[src/npc_pkg.sv]
package npc_pkg;

    localparam int PALETTE_DEPTH = 128;
    localparam int IDX_W         = $clog2(PALETTE_DEPTH);
    localparam int CNT_W         = $clog2(PALETTE_DEPTH + 1);
    localparam int COLOR_W       = 24;
    localparam int CHAN_W        = 8;
    localparam int CFG_W         = 8;
    localparam int DIST_W        = 20;
    localparam int INDEX_W       = 7;

    // redmean weights, sized for 8-bit channels
    localparam int WEIGHT_W = 10;
    localparam logic [WEIGHT_W-1:0] RED_BIAS   = 10'd512;
    localparam logic [WEIGHT_W-1:0] BLUE_BIAS  = 10'd767;
    localparam int                  GREEN_SHIFT = 2;
    localparam int                  WEIGHT_SHIFT = 8;

    typedef enum logic {
        CMD_LOAD  = 1'b0,
        CMD_QUERY = 1'b1
    } t_cmd;

    typedef enum logic [1:0] {
        ST_IDLE,
        ST_SCAN,
        ST_DRAIN,
        ST_DONE
    } t_state;

    // travels alongside each palette entry through the distance pipeline
    typedef struct packed {
        logic             last;
        logic [IDX_W-1:0] idx;
    } t_tag;

endpackage

[src/npc_palette_ram.sv]
module npc_palette_ram #(
    parameter int DEPTH = 128,
    parameter int WIDTH = 24
) (
    input  logic                     i_clk,
    input  logic                     i_we,
    input  logic [$clog2(DEPTH)-1:0] i_waddr,
    input  logic [WIDTH-1:0]         i_wdata,
    input  logic [$clog2(DEPTH)-1:0] i_raddr,
    output logic [WIDTH-1:0]         o_rdata
);

    logic [WIDTH-1:0] r_mem [DEPTH];
    logic [WIDTH-1:0] r_rdata;

    always_ff @(posedge i_clk) begin
        if (i_we) begin
            r_mem[i_waddr] <= i_wdata;
        end
        r_rdata <= r_mem[i_raddr];
    end

    assign o_rdata = r_rdata;

endmodule

[src/npc_distance_unit.sv]
module npc_distance_unit (
    input  logic                        i_clk,
    input  logic                        i_rst_n,
    input  logic                        i_valid,
    input  npc_pkg::t_tag               i_tag,
    input  logic [npc_pkg::COLOR_W-1:0] i_color_a,
    input  logic [npc_pkg::COLOR_W-1:0] i_color_b,
    output logic                        o_valid,
    output npc_pkg::t_tag               o_tag,
    output logic [npc_pkg::DIST_W-1:0]  o_dist
);
    import npc_pkg::*;

    localparam int SQ_W   = 2 * CHAN_W;
    localparam int PROD_W = WEIGHT_W + SQ_W;

    logic [3:0] r_valid;
    t_tag       r_tag [4];

    // stage 1: channel differences and weights
    logic [CHAN_W-1:0]   r_dr, r_dg, r_db;
    logic [WEIGHT_W-1:0] r_wr1, r_wb1;
    // stage 2: squares
    logic [SQ_W-1:0]     r_dr2, r_dg2, r_db2;
    logic [WEIGHT_W-1:0] r_wr2, r_wb2;
    // stage 3: weighted terms
    logic [PROD_W-1:0]   r_tr, r_tb;
    logic [SQ_W+GREEN_SHIFT-1:0] r_tg;
    // stage 4: sum
    logic [DIST_W-1:0]   r_dist;

    logic [CHAN_W-1:0] ra, ga, ba, rb, gb, bb;
    logic [CHAN_W:0]   rsum;
    logic [CHAN_W-1:0] rmean;

    always_comb begin
        ra    = i_color_a[3*CHAN_W-1:2*CHAN_W];
        ga    = i_color_a[2*CHAN_W-1:CHAN_W];
        ba    = i_color_a[CHAN_W-1:0];
        rb    = i_color_b[3*CHAN_W-1:2*CHAN_W];
        gb    = i_color_b[2*CHAN_W-1:CHAN_W];
        bb    = i_color_b[CHAN_W-1:0];
        rsum  = {1'b0, ra} + {1'b0, rb};
        rmean = rsum[CHAN_W:1];
    end

    always_ff @(posedge i_clk) begin
        if (!i_rst_n) begin
            r_valid <= '0;
        end else begin
            r_valid <= {r_valid[2:0], i_valid};
        end
    end

    always_ff @(posedge i_clk) begin
        r_tag[0] <= i_tag;
        r_tag[1] <= r_tag[0];
        r_tag[2] <= r_tag[1];
        r_tag[3] <= r_tag[2];

        r_dr  <= (ra > rb) ? ra - rb : rb - ra;
        r_dg  <= (ga > gb) ? ga - gb : gb - ga;
        r_db  <= (ba > bb) ? ba - bb : bb - ba;
        r_wr1 <= RED_BIAS + {{(WEIGHT_W-CHAN_W){1'b0}}, rmean};
        r_wb1 <= BLUE_BIAS - {{(WEIGHT_W-CHAN_W){1'b0}}, rmean};

        r_dr2 <= r_dr * r_dr;
        r_dg2 <= r_dg * r_dg;
        r_db2 <= r_db * r_db;
        r_wr2 <= r_wr1;
        r_wb2 <= r_wb1;

        r_tr <= {{SQ_W{1'b0}}, r_wr2} * {{WEIGHT_W{1'b0}}, r_dr2};
        r_tb <= {{SQ_W{1'b0}}, r_wb2} * {{WEIGHT_W{1'b0}}, r_db2};
        r_tg <= {r_dg2, {GREEN_SHIFT{1'b0}}};

        r_dist <= {{(DIST_W-(PROD_W-WEIGHT_SHIFT)){1'b0}}, r_tr[PROD_W-1:WEIGHT_SHIFT]}
                + {{(DIST_W-(PROD_W-WEIGHT_SHIFT)){1'b0}}, r_tb[PROD_W-1:WEIGHT_SHIFT]}
                + {{(DIST_W-(SQ_W+GREEN_SHIFT)){1'b0}}, r_tg};
    end

    assign o_valid = r_valid[3];
    assign o_tag   = r_tag[3];
    assign o_dist  = r_dist;

endmodule

[src/nearest_palette_color_redmean.sv]
// nearest palette colour search, redmean distance, one shared distance pipeline
// load item: no result, loads can follow back to back
// query item: one entry read per cycle, then the read stage and distance pipe drain;
//   the next item can be taken in the same cycle as the result is shown
// empty palette query: goes straight to the result with no scan; the block takes no item until a query ends
// synchronous active-low reset clears control and entries_in_use; palette is not cleared
module nearest_palette_color_redmean (
    input  logic                        i_clk,
    input  logic                        i_rst_n,
    // configuration
    input  logic                        i_cfg_we,
    input  logic [npc_pkg::CFG_W-1:0]   i_cfg_data,
    // input channel
    input  logic                        i_in_valid,
    output logic                        o_in_ready,
    input  logic                        i_command,
    input  logic [npc_pkg::IDX_W-1:0]   i_entry_index,
    input  logic [npc_pkg::COLOR_W-1:0] i_color_value,
    // output channel
    output logic                        o_out_valid,
    input  logic                        i_out_ready,
    output logic [npc_pkg::INDEX_W-1:0] o_best_index,
    output logic [npc_pkg::DIST_W-1:0]  o_best_distance,
    output logic                        o_palette_empty
);
    import npc_pkg::*;

    // control state
    t_state r_state, n_state;
    logic [CFG_W-1:0]   r_entries;      // entries_in_use register
    logic [CNT_W-1:0]   r_count;        // entries searched by this query, saturated
    logic [CNT_W-1:0]   r_issue_cnt;    // next palette entry to read
    logic [COLOR_W-1:0] r_query;        // colour being matched
    logic               r_empty;

    // running best
    logic [IDX_W-1:0]  r_best_idx;
    logic [DIST_W-1:0] r_best_dist;

    // output register
    logic               r_out_valid;
    logic [INDEX_W-1:0] r_out_idx;
    logic [DIST_W-1:0]  r_out_dist;
    logic               r_out_empty;

    // read stage tag, lines up with the registered ram data
    logic r_rd_valid;
    t_tag r_rd_tag;

    logic               in_accept;
    logic               issue;
    logic               is_load;
    logic               is_query;
    logic               out_free;
    logic [CNT_W-1:0]   sat_count;
    logic [CNT_W-1:0]   last_cnt;
    logic [COLOR_W-1:0] rd_data;
    t_tag               issue_tag;
    logic               dist_valid;
    t_tag               dist_tag;
    logic [DIST_W-1:0]  dist_val;

    assign in_accept = i_in_valid && o_in_ready;
    assign is_load   = in_accept && (t_cmd'(i_command) == CMD_LOAD);
    assign is_query  = in_accept && (t_cmd'(i_command) == CMD_QUERY);
    assign out_free  = !r_out_valid || i_out_ready;
    assign last_cnt  = r_count - 1'b1;

    // counts above the palette depth saturate
    always_comb begin
        if ({{(32-CFG_W){1'b0}}, r_entries} > PALETTE_DEPTH) begin
            sat_count = CNT_W'(PALETTE_DEPTH);
        end else begin
            sat_count = CNT_W'(r_entries);
        end
    end

    // next state
    always_comb begin
        n_state = r_state;
        unique case (r_state)
            ST_IDLE: begin
                if (is_query) begin
                    n_state = (sat_count == '0) ? ST_DONE : ST_SCAN;
                end
            end
            ST_SCAN: begin
                if (r_issue_cnt == last_cnt) begin
                    n_state = ST_DRAIN;
                end
            end
            ST_DRAIN: begin
                if (dist_valid && dist_tag.last) begin
                    n_state = ST_DONE;
                end
            end
            ST_DONE: begin
                if (out_free) begin
                    n_state = ST_IDLE;
                end
            end
            default: n_state = ST_IDLE;
        endcase
    end

    // state outputs
    always_comb begin
        o_in_ready    = 1'b0;
        issue         = 1'b0;
        unique case (r_state)
            ST_IDLE:  o_in_ready = 1'b1;
            ST_SCAN:  issue      = 1'b1;
            ST_DRAIN: ;
            ST_DONE:  ;
            default:  ;
        endcase
    end

    assign issue_tag.last = (r_issue_cnt == last_cnt);
    assign issue_tag.idx  = r_issue_cnt[IDX_W-1:0];

    always_ff @(posedge i_clk) begin
        if (!i_rst_n) begin
            r_state     <= ST_IDLE;
            r_entries   <= '0;
            r_rd_valid  <= 1'b0;
            r_out_valid <= 1'b0;
        end else begin
            r_state    <= n_state;
            r_rd_valid <= issue;
            if (i_cfg_we) begin
                r_entries <= i_cfg_data;
            end
            if (r_state == ST_DONE && out_free) begin
                r_out_valid <= 1'b1;
            end else if (i_out_ready) begin
                r_out_valid <= 1'b0;
            end
        end
    end

    // datapath registers
    always_ff @(posedge i_clk) begin
        r_rd_tag <= issue_tag;
        if (is_query) begin
            r_query     <= i_color_value;
            r_count     <= sat_count;
            r_issue_cnt <= '0;
            r_empty     <= (sat_count == '0);
            r_best_idx  <= '0;
            r_best_dist <= '0;
        end else if (issue) begin
            r_issue_cnt <= r_issue_cnt + 1'b1;
        end
        // entry zero seeds the best, later entries replace it only when strictly nearer
        if (dist_valid && (dist_tag.idx == '0 || dist_val < r_best_dist)) begin
            r_best_idx  <= dist_tag.idx;
            r_best_dist <= dist_val;
        end
        if (r_state == ST_DONE && out_free) begin
            r_out_idx   <= INDEX_W'(r_best_idx);
            r_out_dist  <= r_best_dist;
            r_out_empty <= r_empty;
        end
    end

    npc_palette_ram #(
        .DEPTH (PALETTE_DEPTH),
        .WIDTH (COLOR_W)
    ) u_ram (
        .i_clk   (i_clk),
        .i_we    (is_load),
        .i_waddr (i_entry_index),
        .i_wdata (i_color_value),
        .i_raddr (issue_tag.idx),
        .o_rdata (rd_data)
    );

    npc_distance_unit u_dist (
        .i_clk     (i_clk),
        .i_rst_n   (i_rst_n),
        .i_valid   (r_rd_valid),
        .i_tag     (r_rd_tag),
        .i_color_a (r_query),
        .i_color_b (rd_data),
        .o_valid   (dist_valid),
        .o_tag     (dist_tag),
        .o_dist    (dist_val)
    );

    assign o_out_valid     = r_out_valid;
    assign o_best_index    = r_out_idx;
    assign o_best_distance = r_out_dist;
    assign o_palette_empty = r_out_empty;

    // the last entry of a scan only leaves the pipe once issuing has stopped
    a_last_in_drain: assert property (@(posedge i_clk) disable iff (!i_rst_n)
        dist_valid && dist_tag.last |-> r_state == ST_DRAIN)
        else $error("last distance outside drain");

    // issue counter never passes the searched count
    a_issue_bound: assert property (@(posedge i_clk) disable iff (!i_rst_n)
        r_state == ST_SCAN |-> r_issue_cnt < r_count)
        else $error("issue counter overrun");

    // an empty palette reports index and distance zero
    a_empty_zero: assert property (@(posedge i_clk) disable iff (!i_rst_n)
        o_out_valid && o_palette_empty |-> o_best_index == '0 && o_best_distance == '0)
        else $error("empty result not zero");

    // no item is accepted while a query is being worked
    a_busy: assert property (@(posedge i_clk) disable iff (!i_rst_n)
        (r_state == ST_SCAN || r_state == ST_DRAIN) |-> !o_in_ready && r_count != '0)
        else $error("accepting while busy");

endmodule

[config.mk]
export PLATFORM = sky130hd
export DESIGN_NAME = nearest_palette_color_redmean
export DESIGN_NICKNAME = d
export VERILOG_FILES = /design/src/npc_pkg.sv /design/src/npc_palette_ram.sv /design/src/npc_distance_unit.sv /design/src/nearest_palette_color_redmean.sv
export SDC_FILE = /design/constraint.sdc
export NUM_CORES = 2
export LEC_CHECK = 0
export ABC_AREA = 1
export BUFFER_PORTS_ARGS = -buffer_cell sky130_fd_sc_hd__buf_2
export CAP_MARGIN = 10
export CORE_MARGIN = 1.5
export CORE_UTILIZATION = 28
export DETAILED_ROUTE_END_ITERATION = 6
export PLACE_DENSITY_LB_ADDON = 0.25
export SYNTH_ARGS = -nofsm -noshare
export SYNTH_HDL_FRONTEND = slang
export SYNTH_SLANG_ARGS = --single-unit
[constraint.sdc]
create_clock -name i_clk -period 4.6 [get_ports i_clk]
set_input_delay 0.46 -clock i_clk [delete_from_list [all_inputs] [get_ports i_clk]]
set_output_delay 0.46 -clock i_clk [all_outputs]
set_load 0.005 [all_outputs]
# == Word level (Yosys, flattened, before mapping) ==
# Memories as Yosys holds them, arrays and structs flattened. A register that Yosys moved wholly into a read port is not among the register bits.
# Cells that the tools add are included.
# totals
regBits,320
ramBits,3104
input_bits,45
output_inout_bits,30
elab_cells,99
n_memories,2
# mem_list
memory,words,width,read_ports,rd_ports_with_merged_regs,write_ports,line,text
u_ram.r_mem,128,24,1,1,1,npc_palette_ram.sv:13,logic [WIDTH-1:0] r_mem [DEPTH];
u_dist.r_tag,4,8,4,0,4,npc_distance_unit.sv:18,t_tag r_tag [4];
# op_classes
n_addsub,13
multipliers,5
order_cmp,5
n_eq_ne,8
muxes,20
bitwise,1
n_reduce_logical,15
# ops
cell,n
10-bit by 16-bit multiplier with 26-bit output,2
8-bit by 8-bit multiplier with 16-bit output,3
8-bit subtractor,6
20-bit 2-to-1 mux,2
8-bit 2-to-1 mux,4
8-bit > comparator,3
20-bit by 18-bit adder with 20-bit output,1
20-bit less-than comparator,1
18-bit by 18-bit adder with 19-bit output,1
7-bit 2-to-1 mux,2
10-bit by 8-bit adder with 10-bit output (first input constant),1
2-bit 2-to-1 mux,5
10-bit by 8-bit subtractor with 10-bit output (first input constant),1
8-bit by 8-bit adder with 9-bit output,1
8-bit by 1-bit adder with 8-bit output (second input constant),1
8-bit equality test,1
8-bit > comparator (second input constant),1
8-bit zero test,1
2-bit != test (second input constant),4
2-bit case mux with 4 select lines,1
8-bit by 1-bit subtractor with 8-bit output (second input constant),1
7-bit zero test,1
1-bit logical AND,6
1-bit 2-to-1 mux,6
8 further kinds,11

# == Longest topological paths before layout ==
# depth
ltp_word,6
ltp_mapped,23
depth_no_buf,22

# == Modules after synthesis ==
# From an unflattened synthesis, not the netlist that was laid out.
# hier_totals
hier_cells,13634
area_unflattened_um2,152173.4
# by_module_without_submodules
mod,instances,cells_per_inst,area_per_inst_um2,seq_area_each_um2
npc_palette_ram,1,10092,124049.0,92728.9
npc_distance_unit,1,3115,23244.8,4164.0
nearest_palette_color_redmean,1,427,4879.7,3203.1

# == Least setup slack after synthesis ==
# OpenSTA, ideal clock, no wires.
# synth_path
path_type,flip-flop to flip-flop
from,reg u_dist.r_wb2[1]
to,reg u_dist.r_tb[17]
setup_ns,0.112
t_arrival_ns,4.765
required_ns,4.488
slack_ns,-0.277
stages_incl_launch_ff,23
path_buffers,1
period_less_slack_ns,4.877
cell_sequence,dfxtp_1 clkbuf_1 nand2_1 fa_1 inv_1 fa_1 inv_1 fa_1 inv_1 fa_1 inv_1 fa_1 inv_1 ha_1 nand2_1 nor2_1 nand2_1 nand3_1 a21oi_1 o21ai_0 nand2_1 nand3_1 nand2_1
# synth_between
elab_chain_cells,1
# synth_rtl
item,line,text
from (decl),npc_distance_unit.sv:25,"logic [WEIGHT_W-1:0] r_wr2, r_wb2;"
from (signal assigned),npc_distance_unit.sv:71,r_wb2 <= r_wb1;
10-bit by 16-bit multiplier with 26-bit output,npc_distance_unit.sv:74,"r_tb <= {{SQ_W{1'b0}}, r_wb2} * {{WEIGHT_W{1'b0}}, r_db2};"
to (signal assigned),npc_distance_unit.sv:74,
to (decl),npc_distance_unit.sv:27,"logic [PROD_W-1:0] r_tr, r_tb;"
# No other way between the ends.
# A chain may end at the register's enable or synchronous reset.

# == Worst setup path in the final report ==
# layout_path
from,reg u_dist.r_wr2[1]
to,reg u_dist.r_tr[19]
# layout_between
elab_chain_cells,1
# layout_rtl
item,line,text
from (decl),npc_distance_unit.sv:25,
from (signal assigned),npc_distance_unit.sv:70,r_wr2 <= r_wr1;
10-bit by 16-bit multiplier with 26-bit output,npc_distance_unit.sv:73,"r_tr <= {{SQ_W{1'b0}}, r_wr2} * {{WEIGHT_W{1'b0}}, r_dr2};"
to (signal assigned),npc_distance_unit.sv:73,
to (decl),npc_distance_unit.sv:27,
# No other way between the ends.

==> run metrics <==
status=complete, no violations; reg2reg start=u_dist.r_wr2[1]$_DFF_P_; synth top area cells=edfxtp_1 (64%), nor2_1 (5.9%), o21ai_0 (4.8%); worst hold path startpoint=i_entry_index[2]; smallest hold slack=0.1194 ns; Root Driver=clkbuf_16; top cell type by total area after synthesis=edfxtp_1; htree depth=5; CP max stage delay=0.53 ns; routed wire length per instance=23.06 um; sequential area share after synthesis=67.08%; Final nets=13,704; CP max FO=5; Hold WC Path Type=input port to flip-flop; Critical-path top delay cell=fa_1; max cap viols=0; Starting Density=28.16%; Worst Path Required=5.50 ns; Synth Flop Type=edfxtp_1; CP Cell Sequence=buf_12 -> nand2_2 -> fa_1 -> inv_1 -> fa_1 -> inv_2 -> fa_1 -> inv_1 -> fa_1 -> inv_1 -> fa_1 -> inv_2 -> ha_4 -> nand2_4 -> nor4_4 -> buf_4 -> a21oi_2 -> o21bai_1 -> xor2_1; Rows=267; Least-Margin Pin Slew=1.117 ns; Routed WL=469.8 mm; DRC viols=0; met2 WL=218.8 mm; Routed Antenna Nets=0; met1 WL=213.0 mm; CTS Buffer Depth=4; Buf/Inv on CP=7; total CTS buffers=378; largest net degree at the start of global routing=116; first-pass GRT wire length=676.7 mm; I/O Buffers=74; DP Wirelength=287.1 mm; RSZ-0062 raised after global routing=true; most frequent cells in the layout=edfxtp_1 (3,160), nor2_1 (2,193), o21ai_0 (1,411), nand2_1 (1,339), inv_1 (724); met3 WL=25.70 mm; fraction of registers with async set/reset=0%; DIE AREA=537,300 um^2; Yosys warnings=0; GPL Wtd Cong=0.8386; die width=733.0 um; die height=733.0 um; clk slew on worst S/H paths=0.06 ns; Initial DRT Pass Iterations=6; Syn Area/Cell=11.74 um^2; Hold Vio Cnt, Final=0; post-layout min period=4.530 ns; layout cells sized above 1=11.32%; Total GRT Usage=16.84%; Yosys reg bits=3,420; clk_lat worst skew=1.05 ns; CTS tree=yes; library cells used by synthesis=47; CP top delay family=adder cells; most common cell after layout, fill and taps aside=edfxtp_1; clock sinks=3,420; Critical Path Most Common Cell=fa_1; io pins=75; Placeable Area=529,800 um^2; Syn Inst Count=12,713; vias=98,071; Detailed Route Iter0 Violations=9,462; area grow syn2layout=17.01%; Post-synth EDFFs=3,160; period utilisation layout=98.47%; setup violators final=0; Mapped Area=149,200 um^2; Fillers=52,852; max-slew violations=0; Slew HR=25.52%; Critical Path Start=u_dist.r_wr2[1]$_DFF_P_; final core utilization=32.95%; vias in the first global route=94,272; total grt overflow=0; Worst setup SP type=flip-flop; Synth top area share=63.59%; average via count per standard cell=4.813; Highest Signal Layer=met5; crit path DAT=5.43 ns; Crit. End Element=flip-flop; skew final=0.1135 ns; max frequency=0.2208 GHz; worst setup path class=flip-flop to flip-flop; initial antenna violation count=27
[what timing repair did]
item | in CTS | in global routing
cloned | 0 | 2
hold endpoints to repair | 574 | 0
resized for setup | 37 | 237
hold buffers | 46 | 0
setup endpoints to repair | 27 | 32
setup buffers | 2 | 21
pin swaps | 11 | 105
[worst register-to-register path, cell delays in order, from the launching register on]
cell and delay, ns:
dfxtp_4 0.37, buf_12 0.12, nand2_2 0.06, fa_1 0.53, inv_1 0.05, fa_1 0.50, inv_2 0.05, fa_1 0.52
inv_1 0.05, fa_1 0.47, inv_1 0.05, fa_1 0.49, inv_2 0.05, ha_4 0.30, nand2_4 0.08, nor4_4 0.27
buf_4 0.16, a21oi_2 0.06, o21bai_1 0.18, xor2_1 0.15
[path summary, 6_finish.rpt]
check,cells past startpoint,slack [ns],end
min,4,0.12,u_ram.r_mem[60][10]$_DFFE_PP_
max reg2reg,19,0.07,u_dist.r_tr[19]$_DFF_P_
max,19,0.07,u_dist.r_tr[19]$_DFF_P_
min reg2reg,0,0.31,u_dist.r_tag[3][5]$_DFF_P_
[through the flow]
| step | TNS [ns] | setup WS (ns) | area, um^2 | std cells |
|---|---|---|---|---|
| 2_1_floorplan | 0 | 0.0002789 | 149300 | 12722 |
| 3_3_place_gp | -4.373 | -0.3932 | 160700 | 19599 |
| 3_5_place_dp | -4.894 | -0.3686 | 160700 | 19599 |
| 4_1_cts | -0.02095 | -0.01418 | 173400 | 20340 |
| 5_1_grt | -0.9307 | -0.1094 | 174600 | 20364 |
| 6_report | 0 | 0.07045 | 174600 | 20377 |
[per-layer routing]
layer  up-vias  track usage, %
met3       558           1.937
li1      45323               -
met5         -               0
met1     49457           23.84
met4        10           4.273
met2      2723           27.48
[cell type report]
class                           instances  area [um^2]  area share, %
Inverter                              755         2882          1.650
Multi-Input combinational cell       7804        44180          25.31
Clock inverter                        202         2058          1.179
Clock buffer                          491        10100          5.785
Antenna cell                           14        35.03        0.02007
Tap cell                             6994         8751          5.012
Sequential cell                      3420       100200          57.38
Timing Repair Buffer                  697         6407          3.670
[cell families after synthesis]
kind of cell               share of synthesized area, %
buffers and inverters                             4.178
xor gates and xnor gates                         0.8687
adders and majority gates                         6.390
and+or+nand+nor                                   11.74
AOI/OAI and AO/OA                                 9.694
other                                          0.002513
muxes                                           0.04276
DFF                                               67.08
[state kept, by name (all words and copies together) (netlist names), 15 cells and up]
signal,flops
u_dist.r_tb,18
u_dist.r_dg2,15
u_ram.r_mem,3072
u_dist.r_tag,32
u_ram.o_rdata,24
u_dist.r_tg,15
u_dist.o_dist,20
o_best_distance,20
u_dist.r_dr2,15
u_dist.r_db2,15
r_best_dist,20
r_query,24
u_dist.r_tr,18
[synth_stat cells (2+ instances only)]
cell type  count
edfxtp_1    3160
buf_2        184
a31oi_1       15
inv_2          4
buf_4         48
inv_1        749
o211ai_1     397
buf_6         21
o22ai_1      146
nor4_1         8
ha_1         338
o21a_1         5
fa_1         265
nand2_1     1372
o21ai_1      215
xnor2_1       56
clkbuf_2       4
o31ai_1        2
a21oi_1      361
a21boi_0       8
o21ai_0     1431
clkinv_1       2
a21o_1        22
mux2_2         3
a211oi_1       8
nor2_1      2335
mux2i_1        3
dfxtp_1      260
buf_1         57
nand3_1      633
clkbuf_1     426
nand4_1       28
o21bai_1       9
xor2_1        92
or2_2          8
nor3_1        26
buf_8          2
Power is left out: the tool's default activity adds up to more than one toggle a clock period on the data nets, which glitch-free logic cannot reach.
